--- src/bblur_pkg.sv ---
package bblur_pkg;

	// pixel and channel widths
	localparam int unsigned CH_W  = 8;
	localparam int unsigned PIX_W = 3 * CH_W;

	// a sum of up to nine channel values, and the count of pixels in it
	localparam int unsigned SUM_W = 12;
	localparam int unsigned CNT_W = 4;

	// configuration port
	localparam int unsigned IMG_W_W   = 11;
	localparam int unsigned IMG_H_W   = 16;
	localparam int unsigned CFG_W     = 16;
	localparam int unsigned CFG_IDX_W = 1;

	localparam logic [CFG_IDX_W-1:0] REG_IMAGE_WIDTH  = 1'b0;
	localparam logic [CFG_IDX_W-1:0] REG_IMAGE_HEIGHT = 1'b1;

	// request codes
	localparam logic OP_PIXEL = 1'b0;
	localparam logic OP_FLUSH = 1'b1;

	// job queue between front and back
	localparam int unsigned Q_DEPTH = 4;
	localparam int unsigned Q_PTR_W = $clog2(Q_DEPTH);

	// one neighbourhood to be averaged
	typedef struct packed {
		logic [SUM_W-1:0] sum_r;
		logic [SUM_W-1:0] sum_g;
		logic [SUM_W-1:0] sum_b;
		logic [CNT_W-1:0] cnt;
		logic             last;
	} job_t;

endpackage

--- src/bblur_queue.sv ---
module bblur_queue
	import bblur_pkg::*;
(
	input  logic clk,
	input  logic arst_n,
	input  logic push,
	input  job_t push_job,
	output logic full,
	input  logic pop,
	output job_t pop_job,
	output logic empty
);

	job_t                 slots_q [Q_DEPTH];
	logic [Q_PTR_W-1:0]   wr_ptr_q;
	logic [Q_PTR_W-1:0]   rd_ptr_q;
	logic [Q_PTR_W:0]     count_q;
	logic                 do_push;
	logic                 do_pop;

	assign full    = (count_q == (Q_PTR_W + 1)'(Q_DEPTH));
	assign empty   = (count_q == '0);
	assign do_push = push && !full;
	assign do_pop  = pop && !empty;
	assign pop_job = slots_q[rd_ptr_q];

	always_ff @(posedge clk or negedge arst_n) begin
		if (!arst_n) begin
			wr_ptr_q <= '0;
			rd_ptr_q <= '0;
			count_q  <= '0;
		end else begin
			if (do_push) begin
				wr_ptr_q <= wr_ptr_q + Q_PTR_W'(1);
			end
			if (do_pop) begin
				rd_ptr_q <= rd_ptr_q + Q_PTR_W'(1);
			end
			if (do_push && !do_pop) begin
				count_q <= count_q + (Q_PTR_W + 1)'(1);
			end else if (do_pop && !do_push) begin
				count_q <= count_q - (Q_PTR_W + 1)'(1);
			end
		end
	end

	always_ff @(posedge clk) begin
		if (do_push) begin
			slots_q[wr_ptr_q] <= push_job;
		end
	end

endmodule

--- config.mk ---
export PLATFORM = sky130hd
export DESIGN_NAME = bblur_queue
export DESIGN_NICKNAME = d
export VERILOG_FILES = /design/src/bblur_pkg.sv /design/src/bblur_queue.sv
export SDC_FILE = /design/constraint.sdc
export NUM_CORES = 1
export LEC_CHECK = 0
export BUFFER_PORTS_ARGS = -buffer_cell sky130_fd_sc_hd__buf_2
export CAP_MARGIN = 20
export CORE_MARGIN = 4
export CORE_UTILIZATION = 55
export DETAILED_ROUTE_END_ITERATION = 6
export PLACE_DENSITY_LB_ADDON = 0.25
export SLEW_MARGIN = 20
export SYNTH_ARGS = -nofsm -noshare
export SYNTH_HDL_FRONTEND = slang
export SYNTH_SLANG_ARGS = --single-unit
--- constraint.sdc ---
create_clock -name clk -period 6.9 [get_ports clk]
set_clock_uncertainty 0.2 [all_clocks]
set_input_delay 0.345 -clock clk [delete_from_list [all_inputs] [get_ports clk]]
set_output_delay 0.345 -clock clk [all_outputs]
set_load 0.1 [all_outputs]
==> flow_metrics.tcl <==
set metrics [dict create \
    grt_pass1_vias 3108 \
    cpPeakStageDelay_ns 0.99 \
    drt_wl_total_mm 11.0 \
    first_pass_iters 5 \
    rsz0062_at_grt "no" \
    setup_violations 0 \
    hold_viol 0 \
    cp_cell_sequence "mux4_1 > buf_2" \
    core_area_um2 11400 \
    netlist_area_um2 6400 \
    fin_crit_sh_pct 43.4 \
    yosys_register_bits 171 \
    antenna_found_initial 0 \
    synth_cell_type_count 22 \
    grt_max_degree 44 \
    grt_util_all_layers_pct 17.6 \
    cts_tree "built" \
    syn2layout_area_growth_pct 23.4 \
    root_buffer "clkbuf_16" \
    post_cts_resized 0 \
    finalCriticalPeriod_ns 2.99 \
    path_clk_slew_ns 0.06 \
    max_freq_mhz 334 \
    worst-path-max-fanout 43 \
    globalplace.congestion 0.678 \
    h-tree-depth 4 \
    worst_pin_slew_ns 1.07 \
    critPathLaunchType "flip-flop" \
    synth_warnings 0 \
    fp.dieH_um 116 \
    synth-seq-area-share_pct 79.7 \
    cts_inserted_buffers 17 \
    grt_pass1_wl_mm 16.9 \
    maxSlewViolCount 0 \
    syn-instance-count 251 \
    cp_slowest_cell "dfrtp_4" \
    synth_fp_nets 302 \
    hp-class "in -> reg" \
    io_buffers 87 \
    layout_commonest_cell "edfxtp_1" \
    required_ns 6.36 \
    postRouteAntennaNets 0 \
    die_width_um 116 \
    detailedRoute.firstIterationViolations 208 \
    via_count 2917 \
    boundaryPins 88 \
    maxSlewHeadroom_pct 28.4 \
    clk_path_buf_depth 2 \
    wl_per_cell_um 20.1 \
    critPathArrivalTime_ns 2.45 \
    antenna_cells 0 \
    n_fill_cell 720 \
    status "finished, final reports clean" \
    hpwlAfterDp_mm 6.33 \
    cp-end-kind "output port" \
    dieArea_um2 13400 \
    initial_core_util_pct 56.0 \
    numClockSinks 171 \
    drc 0 \
    critPathKind "reg -> out" \
    rows 39 \
    drive_above_1_share_pct 41.5 \
    insertion_delay_ns 0.42 \
    setup_tns_ns 0 \
    syn_area_per_cell_um2 25.5 \
    drv_cap 0 \
    via_per_inst 5.32 \
    final_nets 443 \
    grt_overflow 0 \
    final_cell_mix "edfxtp_1 (164), buf_2 (87), dlygate4sd3_1 (42), mux4_2 (38), clkbuf_16 (17)" \
]
-- registers in the layout, summed over array words and instances, names as in the netlist --
signal,cells
count_q,3
slots_q,164
rd_ptr_q,2
wr_ptr_q,2
-- cell usage after synthesis --
library cell | instances | area [um^2]
edfxtp_1 | 164 | 4920
mux4_2 | 38 | 856
dfrtp_1 | 7 | 175
ha_1 | 5 | 62.6
and2_1 | 4 | 25.0
buf_12 | 4 | 80.1
buf_2 | 4 | 20.0
inv_1 | 4 | 15.0
xnor2_1 | 4 | 35.0
mux4_1 | 3 | 78.8
buf_6 | 2 | 22.5
xor2_1 | 2 | 17.5
clkbuf_1 | 1 | 3.75
fa_1 | 1 | 20.0
mux2_2 | 1 | 11.3
mux2_4 | 1 | 15.0
nand2_1 | 1 | 3.75
nand3_1 | 1 | 5.00
nor2_1 | 1 | 3.75
nor2b_1 | 1 | 6.26
nor3b_2 | 1 | 12.5
or3_1 | 1 | 6.26
-- worst max-delay path, delay by kind of cell, from the launching register on --
kind / cells / cell delay, ns
buffers and inverters: 1 / 0.32
DFF: 1 / 0.99
muxes: 1 / 0.68
-- cells by family (layout without fill, tap and decap cells) --
family | Yosys count | count (layout) | share of synthesized area (%)
buffers and inverters | 15 | 169 | 2.21
AND/OR/NAND/NOR | 10 | 10 | 0.977
adder cells (fa/ha/maj) | 6 | 6 | 1.29
XOR/XNOR | 6 | 6 | 0.821
flip-flops | 171 | 171 | 79.7
multiplexers | 43 | 43 | 15.0
-- layout make-up --
type	instances	area (um^2)	area share, %
Inverter	4	15.0	0.190
Sequential cell	171	5100	64.6
Clock buffer	17	425	5.39
Timing Repair Buffer	133	886	11.2
Clock inverter	15	125	1.58
Tap cell	143	179	2.27
Multi-Input combinational cell	65	1160	14.7
-- worst paths after layout --
kind,from,end,slack (ns),cells after the start
max in group asynchronous,arst_n,rd_ptr_q[1],6.24,2
min in group asynchronous,arst_n,count_q[1],0.09,2
hold reg to reg,count_q[2],count_q[2],0.31,1
setup / recovery,rd_ptr_q[0],pop_job[35],3.91,2
setup reg to reg,count_q[2],slots_q[0][33],4.32,4
hold / removal,pop,rd_ptr_q[1],0.04,3
-- repair_timing --
action,in CTS,in global routing
hold endpoints to repair,171,0
hold buffers,42,0
buffers inserted,0,0
-- per-layer routing --
layer,GRT usage (%),vias to the layer above,share of wire [%]
met2,29.2,75,52
met5,0,-,0
met3,5.74,12,4.4
met4,5.18,0,1.2
li1,-,1343,-
met1,22.5,1487,42
-- per-stage QoR --
step	setup slack [ns]	utilization, %	std cells	instance area [um^2]	hold slack, ns
after floorplan	3.64	-	251	6400	-0.151
after global placement	4.32	60.7	474	6930	-0.0155
after detailed placement	4.29	60.7	474	6930	-0.0103
after CTS	3.86	69.2	548	7900	0.0224
after global routing	3.74	69.2	548	7900	0.0351
final	3.91	69.2	548	7900	0.0370
Power is left out: the tool's default activity adds up to more than one toggle a clock period on the data nets, which glitch-free logic cannot reach.
